File: src/rtl/barrier_aware_bus_arbiter_core_assert.svh
// Assertion macros for the barrier-aware bus arbiter.
`ifndef BARRIER_AWARE_BUS_ARBITER_CORE_ASSERT_SVH
`define BARRIER_AWARE_BUS_ARBITER_CORE_ASSERT_SVH
`ifndef SYNTHESIS
`define BAB_ASSERT(lbl, clk, rstn, prop) \
  lbl: assert property (@(posedge clk) disable iff (!rstn) prop) \
    else $error("bab: property violated");
`define BAB_ASSERT_NEVER(lbl, clk, rstn, expr) \
  lbl: assert property (@(posedge clk) disable iff (!rstn) !(expr)) \
    else $error("bab: forbidden condition seen");
`else
`define BAB_ASSERT(lbl, clk, rstn, prop)
`define BAB_ASSERT_NEVER(lbl, clk, rstn, expr)
`endif
`endif

File: src/rtl/bab_pkg.sv
// Package: types, constants and helpers of the barrier-aware bus arbiter.
package bab_pkg;

  localparam int NUM_CORES_DEF   = 4;
  localparam int QUEUE_DEPTH_DEF = 8;

  localparam int OP_W          = 2;
  localparam int FADDR_W       = 16;
  localparam int DATA_W        = 32;
  localparam int CORE_FW       = 2;
  localparam int PRIO_W        = 4;
  localparam int NUM_PRIO_REGS = 4;
  localparam int CFG_IDX_W     = 2;
  localparam int RANK_W        = 2;
  localparam int KEY_W         = RANK_W + PRIO_W;

  typedef logic [OP_W-1:0] op_t;

  localparam op_t OP_READ    = 2'd0;
  localparam op_t OP_WRITE   = 2'd1;
  localparam op_t OP_BARRIER = 2'd2;

  localparam logic [RANK_W-1:0] RANK_BARRIER = 2'd0;
  localparam logic [RANK_W-1:0] RANK_WRITE   = 2'd1;
  localparam logic [RANK_W-1:0] RANK_READ    = 2'd2;

  typedef struct packed {
    op_t                op;
    logic [FADDR_W-1:0] address;
    logic [DATA_W-1:0]  data;
  } entry_t;

  typedef struct packed {
    logic               req_valid;
    logic [CORE_FW-1:0] req_core;
    op_t                req_op;
    logic [FADDR_W-1:0] req_address;
    logic [DATA_W-1:0]  req_data;
    logic               end_of_round;
  } req_t;

  typedef struct packed {
    logic               grant_valid;
    logic [CORE_FW-1:0] grant_core;
    op_t                grant_op;
    logic [FADDR_W-1:0] grant_address;
    logic [DATA_W-1:0]  grant_data;
    logic               grant_last;
    logic               barriers_cleared;
    logic               queue_overflow;
  } grant_t;

  typedef struct packed {
    logic             clear;
    logic             step;
    logic             cand_valid;
    logic [KEY_W-1:0] cand_key;
    entry_t           cand_entry;
  } pick_ctl_t;

  typedef enum logic [2:0] {
    ST_IDLE,
    ST_GATHER,
    ST_SETTLE,
    ST_SCAN,
    ST_EMIT
  } state_e;

  function automatic logic [RANK_W-1:0] kind_rank(op_t op);
    logic [RANK_W-1:0] r;
    case (op)
      OP_BARRIER: r = RANK_BARRIER;
      OP_WRITE:   r = RANK_WRITE;
      default:    r = RANK_READ;
    endcase
    return r;
  endfunction

endpackage

File: src/rtl/bab_if.sv
// Valid/ready channel interfaces for request and grant items.
interface bab_req_if;
  logic           valid;
  logic           ready;
  bab_pkg::req_t  payload;

  modport source (output valid, output payload, input ready);
  modport sink (input valid, input payload, output ready);
endinterface

interface bab_grant_if;
  logic            valid;
  logic            ready;
  bab_pkg::grant_t payload;

  modport source (output valid, output payload, input ready);
  modport sink (input valid, input payload, output ready);
endinterface

File: src/rtl/bab_store.sv
// Request store: one-write, one-read memory holding all per-core queues.
module bab_store #(
  parameter int NUM_CORES   = bab_pkg::NUM_CORES_DEF,
  parameter int QUEUE_DEPTH = bab_pkg::QUEUE_DEPTH_DEF
) (
  input  logic                                        clk_i,
  input  logic                                        we_i,
  input  logic [$clog2(NUM_CORES*QUEUE_DEPTH)-1:0]    waddr_i,
  input  bab_pkg::entry_t                             wdata_i,
  input  logic                                        re_i,
  input  logic [$clog2(NUM_CORES*QUEUE_DEPTH)-1:0]    raddr_i,
  output bab_pkg::entry_t                             rdata_o
);

  localparam int ENTRIES = NUM_CORES * QUEUE_DEPTH;

  bab_pkg::entry_t mem_q [ENTRIES];
  bab_pkg::entry_t rdata_q;

  always_ff @(posedge clk_i) begin
    if (we_i) begin
      mem_q[waddr_i] <= wdata_i;
    end
  end

  always_ff @(posedge clk_i) begin
    if (re_i) begin
      rdata_q <= mem_q[raddr_i];
    end
  end

  assign rdata_o = rdata_q;

endmodule

File: src/rtl/bab_pick.sv
// Shared compare unit: keeps the smallest key seen over one scan of the cores.
module bab_pick #(
  parameter int NUM_CORES = bab_pkg::NUM_CORES_DEF
) (
  input  logic                          clk_i,
  input  logic                          rst_ni,
  input  bab_pkg::pick_ctl_t            ctl_i,
  input  logic [$clog2(NUM_CORES)-1:0]  core_i,
  output logic                          best_valid_o,
  output logic [$clog2(NUM_CORES)-1:0]  best_core_o,
  output bab_pkg::entry_t               best_entry_o
);

  localparam int CORE_W = $clog2(NUM_CORES);

  logic                      best_valid_q;
  logic [bab_pkg::KEY_W-1:0] best_key_q;
  logic [CORE_W-1:0]         best_core_q;
  bab_pkg::entry_t           best_entry_q;
  logic                      take;

  // strict compare: cores are scanned upward, so a tie keeps the lower core
  assign take = ctl_i.step && ctl_i.cand_valid &&
                (!best_valid_q || (ctl_i.cand_key < best_key_q));

  always_ff @(posedge clk_i or negedge rst_ni) begin
    if (!rst_ni) begin
      best_valid_q <= 1'b0;
    end else if (ctl_i.clear) begin
      best_valid_q <= 1'b0;
    end else if (take) begin
      best_valid_q <= 1'b1;
    end
  end

  always_ff @(posedge clk_i) begin
    if (take && !ctl_i.clear) begin
      best_key_q   <= ctl_i.cand_key;
      best_core_q  <= core_i;
      best_entry_q <= ctl_i.cand_entry;
    end
  end

  assign best_valid_o = best_valid_q;
  assign best_core_o  = best_core_q;
  assign best_entry_o = best_entry_q;

endmodule

File: src/rtl/barrier_aware_bus_arbiter_core.sv
// Top level of the barrier-aware bus arbiter: queues, sequencer, output register.
//
//   channel   dir  handshake            carries
//   req_i     in   valid/ready          one request and/or round end
//   grant_o   out  valid/ready          one grant or empty-round marker
//   cfg       in   cfg_we_i (no wait)   core priority registers
//
// An item without round end is only enqueued into the store.
// An item with round end then pulls the queue heads out of the store
// and picks the grants one by one, each in a scan of the cores (one compare per
// cycle in the shared compare unit); an empty round emits a marker only.
// Reset clears pointers, flags and control; no clearing pass is needed.
// A stalled grant waits in the output register; the sequencer holds only
// when a further grant is ready and the register is still full.
`include "barrier_aware_bus_arbiter_core_assert.svh"

module barrier_aware_bus_arbiter_core #(
  parameter int NUM_CORES   = bab_pkg::NUM_CORES_DEF,
  parameter int QUEUE_DEPTH = bab_pkg::QUEUE_DEPTH_DEF
) (
  input  logic                            clk_i,
  input  logic                            rst_ni,
  bab_req_if.sink                         req_i,
  bab_grant_if.source                     grant_o,
  input  logic                            cfg_we_i,
  input  logic [bab_pkg::CFG_IDX_W-1:0]   cfg_idx_i,
  input  logic [bab_pkg::PRIO_W-1:0]      cfg_data_i
);

  localparam int CORE_W  = $clog2(NUM_CORES);
  localparam int SLOT_W  = $clog2(QUEUE_DEPTH);
  localparam int CNT_W   = $clog2(QUEUE_DEPTH + 1);
  localparam int ENTRIES = NUM_CORES * QUEUE_DEPTH;
  localparam int MEM_AW  = $clog2(ENTRIES);
  localparam int NCNT_W  = $clog2(NUM_CORES + 1);

  localparam logic [CORE_W-1:0] LAST_CORE = CORE_W'(NUM_CORES - 1);
  localparam logic [SLOT_W-1:0] LAST_SLOT = SLOT_W'(QUEUE_DEPTH - 1);
  localparam logic [CNT_W-1:0]  FULL_CNT  = CNT_W'(QUEUE_DEPTH);

  bab_pkg::state_e state_q, state_d;
  logic [CORE_W-1:0] idx_q, idx_d;
  logic [SLOT_W-1:0] head_q [NUM_CORES];
  logic [SLOT_W-1:0] tail_q [NUM_CORES];
  logic [CNT_W-1:0]  cnt_q  [NUM_CORES];
  logic [NUM_CORES-1:0] barrier_q, barrier_d;
  logic ovf_q, ovf_d;
  logic [bab_pkg::PRIO_W-1:0] prio_vec [NUM_CORES];
  logic [NUM_CORES-1:0] cand_valid_q, cand_valid_d;
  bab_pkg::entry_t cand_q [NUM_CORES];
  logic [NCNT_W-1:0] n_q, n_d;
  logic rd_pend_q;
  logic [CORE_W-1:0] rd_core_q;
  logic out_valid_q, out_valid_d;
  bab_pkg::grant_t out_q, grant_d;

  logic req_acc, op_ok, drop, enq_we, rd_en;
  logic [NUM_CORES-1:0] enq_hit, full_vec, take_vec, over_vec;
  logic [SLOT_W-1:0] tail_sel, head_sel;
  logic [CORE_W-1:0] enq_core;
  logic [MEM_AW-1:0] wr_addr, rd_addr;
  bab_pkg::entry_t wr_entry, rd_data;

  bab_pkg::pick_ctl_t pick_ctl;
  logic best_valid;
  logic [CORE_W-1:0] best_core;
  bab_pkg::entry_t best_entry;

  logic out_free, emit_fire, is_last, all_set, best_barrier;
  logic [NUM_CORES-1:0] best_onehot, flags_set;

  // ---------------------------------------------------------------- input side
  assign req_i.ready = (state_q == bab_pkg::ST_IDLE);
  assign req_acc     = req_i.valid && req_i.ready;
  assign op_ok       = req_i.payload.req_op inside
                       {bab_pkg::OP_READ, bab_pkg::OP_WRITE, bab_pkg::OP_BARRIER};

  for (genvar i = 0; i < NUM_CORES; i++) begin : g_core
    assign enq_hit[i]  = req_acc && req_i.payload.req_valid && op_ok &&
                         (int'(req_i.payload.req_core) == i);
    assign full_vec[i] = (cnt_q[i] == FULL_CNT);
    assign take_vec[i] = (state_q == bab_pkg::ST_GATHER) && (idx_q == CORE_W'(i)) &&
                         !barrier_q[i] && (cnt_q[i] != '0);
    assign over_vec[i] = (cnt_q[i] > FULL_CNT);

    always_ff @(posedge clk_i or negedge rst_ni) begin
      if (!rst_ni) begin
        head_q[i] <= '0;
        tail_q[i] <= '0;
        cnt_q[i]  <= '0;
      end else begin
        if (enq_hit[i] && !full_vec[i]) begin
          tail_q[i] <= (tail_q[i] == LAST_SLOT) ? '0 : tail_q[i] + 1'b1;
          cnt_q[i]  <= cnt_q[i] + 1'b1;
        end else if (take_vec[i]) begin
          head_q[i] <= (head_q[i] == LAST_SLOT) ? '0 : head_q[i] + 1'b1;
          cnt_q[i]  <= cnt_q[i] - 1'b1;
        end
      end
    end

    if (i < bab_pkg::NUM_PRIO_REGS) begin : g_prio_reg
      logic [bab_pkg::PRIO_W-1:0] prio_q;
      always_ff @(posedge clk_i or negedge rst_ni) begin
        if (!rst_ni) begin
          prio_q <= bab_pkg::PRIO_W'(i);
        end else if (cfg_we_i && (int'(cfg_idx_i) == i)) begin
          prio_q <= cfg_data_i;
        end
      end
      assign prio_vec[i] = prio_q;
    end else begin : g_prio_const
      assign prio_vec[i] = bab_pkg::PRIO_W'(i);
    end
  end

  assign drop   = |(enq_hit & full_vec);
  assign enq_we = |(enq_hit & ~full_vec);
  assign rd_en  = |take_vec;

  always_comb begin
    tail_sel = '0;
    head_sel = '0;
    for (int i = 0; i < NUM_CORES; i++) begin
      if (enq_hit[i]) tail_sel = tail_sel | tail_q[i];
      if (take_vec[i]) head_sel = head_sel | head_q[i];
    end
  end

  assign enq_core = CORE_W'(req_i.payload.req_core);
  assign wr_addr  = MEM_AW'(enq_core) * MEM_AW'(QUEUE_DEPTH) + MEM_AW'(tail_sel);
  assign rd_addr  = MEM_AW'(idx_q) * MEM_AW'(QUEUE_DEPTH) + MEM_AW'(head_sel);

  assign wr_entry.op      = req_i.payload.req_op;
  assign wr_entry.address = req_i.payload.req_address;
  assign wr_entry.data    = req_i.payload.req_data;

  bab_store #(
    .NUM_CORES   (NUM_CORES),
    .QUEUE_DEPTH (QUEUE_DEPTH)
  ) u_store (
    .clk_i   (clk_i),
    .we_i    (enq_we),
    .waddr_i (wr_addr),
    .wdata_i (wr_entry),
    .re_i    (rd_en),
    .raddr_i (rd_addr),
    .rdata_o (rd_data)
  );

  // queue heads pass through the store's read register into the candidate registers
  always_ff @(posedge clk_i or negedge rst_ni) begin
    if (!rst_ni) begin
      rd_pend_q <= 1'b0;
    end else begin
      rd_pend_q <= rd_en;
    end
  end

  always_ff @(posedge clk_i) begin
    rd_core_q <= idx_q;
    if (rd_pend_q) begin
      cand_q[rd_core_q] <= rd_data;
    end
  end

  // ---------------------------------------------------------------- compare unit
  assign pick_ctl.step       = (state_q == bab_pkg::ST_SCAN);
  assign pick_ctl.cand_valid = cand_valid_q[idx_q];
  assign pick_ctl.cand_key   = {bab_pkg::kind_rank(cand_q[idx_q].op), prio_vec[idx_q]};
  assign pick_ctl.cand_entry = cand_q[idx_q];
  assign pick_ctl.clear      = (state_q == bab_pkg::ST_SETTLE) || emit_fire;

  bab_pick #(
    .NUM_CORES (NUM_CORES)
  ) u_pick (
    .clk_i        (clk_i),
    .rst_ni       (rst_ni),
    .ctl_i        (pick_ctl),
    .core_i       (idx_q),
    .best_valid_o (best_valid),
    .best_core_o  (best_core),
    .best_entry_o (best_entry)
  );

  // ---------------------------------------------------------------- sequencer
  assign out_free  = !out_valid_q || grant_o.ready;
  assign emit_fire = (state_q == bab_pkg::ST_EMIT) && out_free;
  assign is_last   = (n_q <= NCNT_W'(1));

  always_comb begin
    state_d = state_q;
    case (state_q)
      bab_pkg::ST_IDLE: begin
        if (req_acc && req_i.payload.end_of_round) state_d = bab_pkg::ST_GATHER;
      end
      bab_pkg::ST_GATHER: begin
        if (idx_q == LAST_CORE) state_d = bab_pkg::ST_SETTLE;
      end
      bab_pkg::ST_SETTLE: begin
        state_d = (n_q == '0) ? bab_pkg::ST_EMIT : bab_pkg::ST_SCAN;
      end
      bab_pkg::ST_SCAN: begin
        if (idx_q == LAST_CORE) state_d = bab_pkg::ST_EMIT;
      end
      bab_pkg::ST_EMIT: begin
        if (out_free) state_d = is_last ? bab_pkg::ST_IDLE : bab_pkg::ST_SCAN;
      end
      default: state_d = bab_pkg::ST_IDLE;
    endcase
  end

  assign best_onehot  = NUM_CORES'(1) << best_core;
  assign best_barrier = (n_q != '0) && (best_entry.op == bab_pkg::OP_BARRIER);
  assign flags_set    = barrier_q | (best_barrier ? best_onehot : '0);
  assign all_set      = &flags_set;

  always_comb begin
    idx_d = '0;
    if (((state_q == bab_pkg::ST_GATHER) || (state_q == bab_pkg::ST_SCAN)) &&
        (idx_q != LAST_CORE)) begin
      idx_d = idx_q + 1'b1;
    end

    n_d          = n_q;
    cand_valid_d = cand_valid_q | take_vec;
    barrier_d    = barrier_q;
    ovf_d        = ovf_q | drop;
    out_valid_d  = grant_o.ready ? 1'b0 : out_valid_q;

    grant_d                  = '0;
    grant_d.grant_last       = is_last;
    grant_d.barriers_cleared = is_last && all_set;
    grant_d.queue_overflow   = is_last && ovf_q;
    if (n_q != '0) begin
      grant_d.grant_valid   = 1'b1;
      grant_d.grant_core    = bab_pkg::CORE_FW'(best_core);
      grant_d.grant_op      = best_entry.op;
      grant_d.grant_address = best_entry.address;
      grant_d.grant_data    = best_entry.data;
    end

    if (rd_en) n_d = n_q + 1'b1;

    if (emit_fire) begin
      out_valid_d = 1'b1;
      barrier_d   = (is_last && all_set) ? '0 : flags_set;
      if (is_last) ovf_d = 1'b0;
      if (n_q != '0) begin
        n_d          = n_q - 1'b1;
        cand_valid_d = cand_valid_q & ~best_onehot;
      end
    end
  end

  always_ff @(posedge clk_i or negedge rst_ni) begin
    if (!rst_ni) begin
      state_q      <= bab_pkg::ST_IDLE;
      idx_q        <= '0;
      n_q          <= '0;
      cand_valid_q <= '0;
      barrier_q    <= '0;
      ovf_q        <= 1'b0;
      out_valid_q  <= 1'b0;
    end else begin
      state_q      <= state_d;
      idx_q        <= idx_d;
      n_q          <= n_d;
      cand_valid_q <= cand_valid_d;
      barrier_q    <= barrier_d;
      ovf_q        <= ovf_d;
      out_valid_q  <= out_valid_d;
    end
  end

  always_ff @(posedge clk_i) begin
    if (emit_fire) begin
      out_q <= grant_d;
    end
  end

  assign grant_o.valid   = out_valid_q;
  assign grant_o.payload = out_q;

  // ---------------------------------------------------------------- checks
  `BAB_ASSERT(a_flags_not_all_idle, clk_i, rst_ni, (state_q == bab_pkg::ST_IDLE) |-> !(&barrier_q))
  `BAB_ASSERT(a_round_drained, clk_i, rst_ni, (state_q == bab_pkg::ST_IDLE) |-> (cand_valid_q == '0 && n_q == '0))
  `BAB_ASSERT(a_emit_has_best, clk_i, rst_ni, (state_q == bab_pkg::ST_EMIT && n_q != '0) |-> best_valid)
  `BAB_ASSERT_NEVER(a_queue_bound, clk_i, rst_ni, |over_vec)

endmodule
File: src/flat_wrapper.sv
// flat-port wrapper written by rule: the top's interface ports become plain ports
module barrier_aware_bus_arbiter_core_flat 
#(
  parameter int NUM_CORES   = bab_pkg::NUM_CORES_DEF,
  parameter int QUEUE_DEPTH = bab_pkg::QUEUE_DEPTH_DEF
)
  (clk_i, rst_ni, cfg_we_i, cfg_idx_i, cfg_data_i, req_i_valid, req_i_payload, req_i_ready, grant_o_valid, grant_o_payload, grant_o_ready);
  bab_req_if req_i_i ();
  bab_grant_if grant_o_i ();
  input  logic clk_i;
  input  logic rst_ni;
  input  logic cfg_we_i;
  input  logic [bab_pkg::CFG_IDX_W-1:0] cfg_idx_i;
  input  logic [bab_pkg::PRIO_W-1:0] cfg_data_i;
  input wire logic [$bits(req_i_i.valid)-1:0] req_i_valid;
  input wire logic [$bits(req_i_i.payload)-1:0] req_i_payload;
  output wire logic [$bits(req_i_i.ready)-1:0] req_i_ready;
  output wire logic [$bits(grant_o_i.valid)-1:0] grant_o_valid;
  output wire logic [$bits(grant_o_i.payload)-1:0] grant_o_payload;
  input wire logic [$bits(grant_o_i.ready)-1:0] grant_o_ready;
  assign req_i_i.valid = req_i_valid;
  assign req_i_i.payload = req_i_payload;
  assign req_i_ready = req_i_i.ready;
  assign grant_o_valid = grant_o_i.valid;
  assign grant_o_payload = grant_o_i.payload;
  assign grant_o_i.ready = grant_o_ready;
  barrier_aware_bus_arbiter_core #(.NUM_CORES(NUM_CORES), .QUEUE_DEPTH(QUEUE_DEPTH)) u_core (.clk_i(clk_i), .rst_ni(rst_ni), .req_i(req_i_i), .grant_o(grant_o_i), .cfg_we_i(cfg_we_i), .cfg_idx_i(cfg_idx_i), .cfg_data_i(cfg_data_i));
endmodule
File: config.mk
export PLATFORM = sky130hd
export DESIGN_NAME = barrier_aware_bus_arbiter_core_flat
export DESIGN_NICKNAME = d
export VERILOG_FILES = /design/src/rtl/bab_pkg.sv /design/src/rtl/bab_if.sv /design/src/rtl/bab_store.sv /design/src/rtl/bab_pick.sv /design/src/rtl/barrier_aware_bus_arbiter_core.sv /design/src/flat_wrapper.sv
export VERILOG_INCLUDE_DIRS = /design/src /design/src/rtl
export SDC_FILE = /design/constraint.sdc
export NUM_CORES = 2
export LEC_CHECK = 0
export BUFFER_PORTS_ARGS = -buffer_cell sky130_fd_sc_hd__buf_2
export CORE_MARGIN = 1
export CORE_UTILIZATION = 25
export CTS_BUF_LIST = sky130_fd_sc_hd__clkbuf_4 sky130_fd_sc_hd__clkbuf_8
export DETAILED_ROUTE_END_ITERATION = 8
export HOLD_SLACK_MARGIN = 0.05
export PLACE_DENSITY_LB_ADDON = 0.25
export SLEW_MARGIN = 15
export SYNTH_ARGS = -nofsm -noshare
export SYNTH_HDL_FRONTEND = slang
export SYNTH_SLANG_ARGS = --single-unit
File: constraint.sdc
create_clock -name clk_i -period 14.2 [get_ports clk_i]
set_input_delay 0.71 -clock clk_i [delete_from_list [all_inputs] [get_ports clk_i]]
set_output_delay 0.71 -clock clk_i [all_outputs]
set_load 0.005 [all_outputs]
==> results.md <==
- Core ar.: 0.313 mm2
- Final setup violating endpoints: 0
- Vias: 45100
- Crit path launch type: register
- Layout cell share with drive strength beyond 1: 0.187
- Status: finished, final reports clean
- Most frequent CP cell: buf_4
- CP max FO: 59
- Routed WL per cell: 25.8 um
- Unrepaired setup endpoints after global routing: false
- Hold EP: u_core.u_store.mem_q[22][37]
- Static Leak: 28.9 nW
- Library cells used by synthesis: 64
- FF-to-FF path depth: 12
- Setup crit end kind: register
- Drt first pass iters: 6
- Initial DRC Count: 4588
- Clk slew on worst S/H paths: 0.06 ns
- Resized cells post-CTS: 0
- VDD IR-drop max: 0.108 mV
- Largest net degree at the start of global routing: 113
- Net Count, Synth: 4864
- GR Overflow Total: 0
- CP cell instances: buf_4 > ha_1 > nand3b_1 > nor3_1 > or4_4 > buf_4 > buf_4 > buf_4 > mux2i_1 > o22ai_1 > a2111oi_2 > nand4_1
- Num CTS Buffers: 359
- Power per Cell Area: 173 mW/mm2
- Netlist Area Pre-Place: 0.0788 mm2
- Top FF cell, synth: edfxtp_1
- Syn avg cell area: 16.6 um2
- Io pins: 123
- Nets@finish: 5192
- Worst Tran Pin Value: 1.16 ns
- Root Driver: clkbuf_8
- Worst min-delay path class: input port to register
- Final clock period utilization by the worst path: 0.446
- Commonest non-fill, non-tap cell in the layout: edfxtp_1
- Most frequent cells in the layout: 1964 x edfxtp_1, 682 x nand2_1, 402 x mux2i_1, 364 x clkbuf_8, 253 x nand4_1
- Hold Path Depth: 1
- Hold_sp: req_i_payload[38]
- Setup tns final: 0 ns
- Drt drc: 0
- GRT Overall Usage: 0.151
- Detailed placement HPWL: 125 mm
- Filler Cells Inserted: 31000
- Reg2reg end: u_core.u_store.rdata_o[41]
- Fmax: 0.158 GHz
- Synth warn: 0
- Site row count: 205
- Worst r2r src: u_core.idx_q[1]
- Synth async-reset ratio: 0.0372
- Number of synthesized flops with an enable pin: 1964
- Max Cap Violations: 0
- Max-slew violation count: 0
- Total Wirelength: 245 mm
- Effective utilization at floorplan: 0.252
- GPL Wtd Cong: 0.759
- Register area share after synthesis: 0.773
- Total power: 15.9 mW
- Reg2reg setup slack: 7.87 ns
- DR vias/cell: 4.76
- Clk_lat worst skew: 1.05 ns
- CTS tree: done
- Post-route clock skew: 0.0899 ns
- Final Hold Vio Count: 0
- Critical path class: register to register
- Die area: 0.318 mm2
- Cells after synthesis: 4758
- CTS sink count: 2042
- Die Wd: 564 um
- Crit-path max cell delay: 0.83 ns
- PortBufs: 122
- Worst EP required: 14.93 ns
- Layout area overhead: 16.3%
- Number of global-route vias before repair: 44600
- Global-route wire length before repair: 342 mm
- CTS max path bufs: 4
- Initial antenna violation count: 46
- Final min period: 6.33 ns
- H-tree Lvls: 5
- Die height: 564 um
- #FFs+latches synth: 2042
- WP data arrival: 7.06 ns
- Slew HR: 0.230
- Antenna-violating nets left: 0
- Critical-path top delay cell: buf_4
==> layer usage <==
| metal | wire length [um] | GRT usage | vias to the layer above |
|---|---|---|---|
| li1 | - | - | 19400 |
| met1 | 110000 | 0.208 | 23500 |
| met2 | 112000 | 0.238 | 1668 |
| met3 | 16900 | 0.0294 | 474 |
| met4 | 6590 | 0.0479 | 22 |
| met5 | 128 | 0 | - |
==> timing repair <==
item,CTS,global route
endpoints found under the hold margin,99,0
setup buffers,0,0
hold buffers,11,0
==> sequential cells by signal, indices dropped and copies added (netlist names) <==
name,cells
u_core.rd_core_q,2
u_core.head_q,12
u_core.grant_o.valid,1
u_core.cnt_q,16
u_core.barrier_q,4
u_core.u_store.rdata_o,50
u_core.n_q,3
u_core.cand_valid_q,4
u_core.u_pick.best_core_o,2
u_core.state_q,3
u_core.grant_o.payload,56
u_core.cand_q,200
u_core.u_pick.best_entry_o,50
u_core.rd_pend_q,1
u_core.ovf_q,1
u_core.u_store.mem_q,1600
u_core.u_pick.best_key_q,6
u_core.idx_q,2
u_core.u_pick.best_valid_o,1
u_core.g_core.g_prio_reg.prio_q,16
u_core.tail_q,12
==> final cells by class <==
cell class	instances	area, um2	area share
flip-flops and latches	2042	60900	0.665
multi-input cells	2408	17100	0.187
clock buffers	486	5930	0.0647
well taps	4140	5180	0.0565
repair buffers	257	1690	0.0185
clock inverters	117	657	0.00717
inverters	18	67.6	0.000737
diodes	15	37.5	0.000410
==> cell usage after synthesis, drive strengths merged (51+ instances only) <==
library cell     n  area, um2
a21oi           74        370
a32oi          103        902
o22ai          101        632
nand2          683       2560
clkbuf         188        706
mux4            57       1280
nand4          253       1580
nor2            64        240
edfxtp        1964      59000
buf            102        492
and2            55        344
nand3          205       1030
o21ai          108        541
dfrtp           72       1800
mux2i          402       4020
a2111oi         51        759
==> worst max path at each step <==
stage | from | endpoint | slack [ns] | cells past startpoint
floorplan | u_core.idx_q[0] | u_core.u_pick.best_core_o[0] | 1.32 | 10
global placement | u_core.idx_q[1] | u_core.u_store.rdata_o[40] | 7.79 | 12
detailed placement | u_core.idx_q[1] | u_core.u_store.rdata_o[40] | 7.83 | 12
CTS | u_core.idx_q[1] | u_core.u_store.rdata_o[40] | 7.77 | 12
global route | u_core.idx_q[1] | u_core.u_store.rdata_o[40] | 7.39 | 12
finish | u_core.idx_q[1] | u_core.u_store.rdata_o[41] | 7.87 | 12
==> cells by family after synthesis <==
kind of cell               count (synthesis)  synth area share
DFF                                     2042             0.773
and+or+nand+nor                         1326            0.0791
AOI/OAI and AO/OA                        531            0.0509
muxes                                    496            0.0726
buffers and inverters                    308            0.0160
adders and majority gates                 41           0.00689
xor gates and xnor gates                  14           0.00156
==> worst max-delay path: cells and delay by family (launching register included) <==
| kind | cells | cell delay [ns] |
|---|---|---|
| simple gates | 4 | 1.14 |
| compound gates | 2 | 0.52 |
| fa+ha+maj | 1 | 0.30 |
| buf+inv | 4 | 3.08 |
| flops | 1 | 0.46 |
| mux | 1 | 0.27 |
==> power breakdown <==
| group | total (mW) | leakage (nW) | switching (mW) | internal (mW) |
|---|---|---|---|---|
| Combinational | 3.14 | 6.74 | 2.10 | 1.04 |
| Clock | 5.13 | 3.49 | 2.36 | 2.77 |
| Sequential | 7.60 | 18.6 | 0.410 | 7.19 |
==> per-stage QoR <==
stage | setup WS [ns] | util | instances | hold WS [ns] | instance area [um2]
final | 7.87 | 0.293 | 9483 | 0.148 | 91600
after detailed placement | 7.83 | 0.271 | 8853 | 0.476 | 84900
after global routing | 7.39 | 0.293 | 9477 | 0.0866 | 91600
after global placement | 7.79 | 0.271 | 8853 | 0.472 | 84900
after floorplan | 1.32 | - | 4758 | 0.412 | 78800
after CTS | 7.77 | 0.293 | 9467 | 0.0555 | 91600
Power figures use the tool's default switching activity.
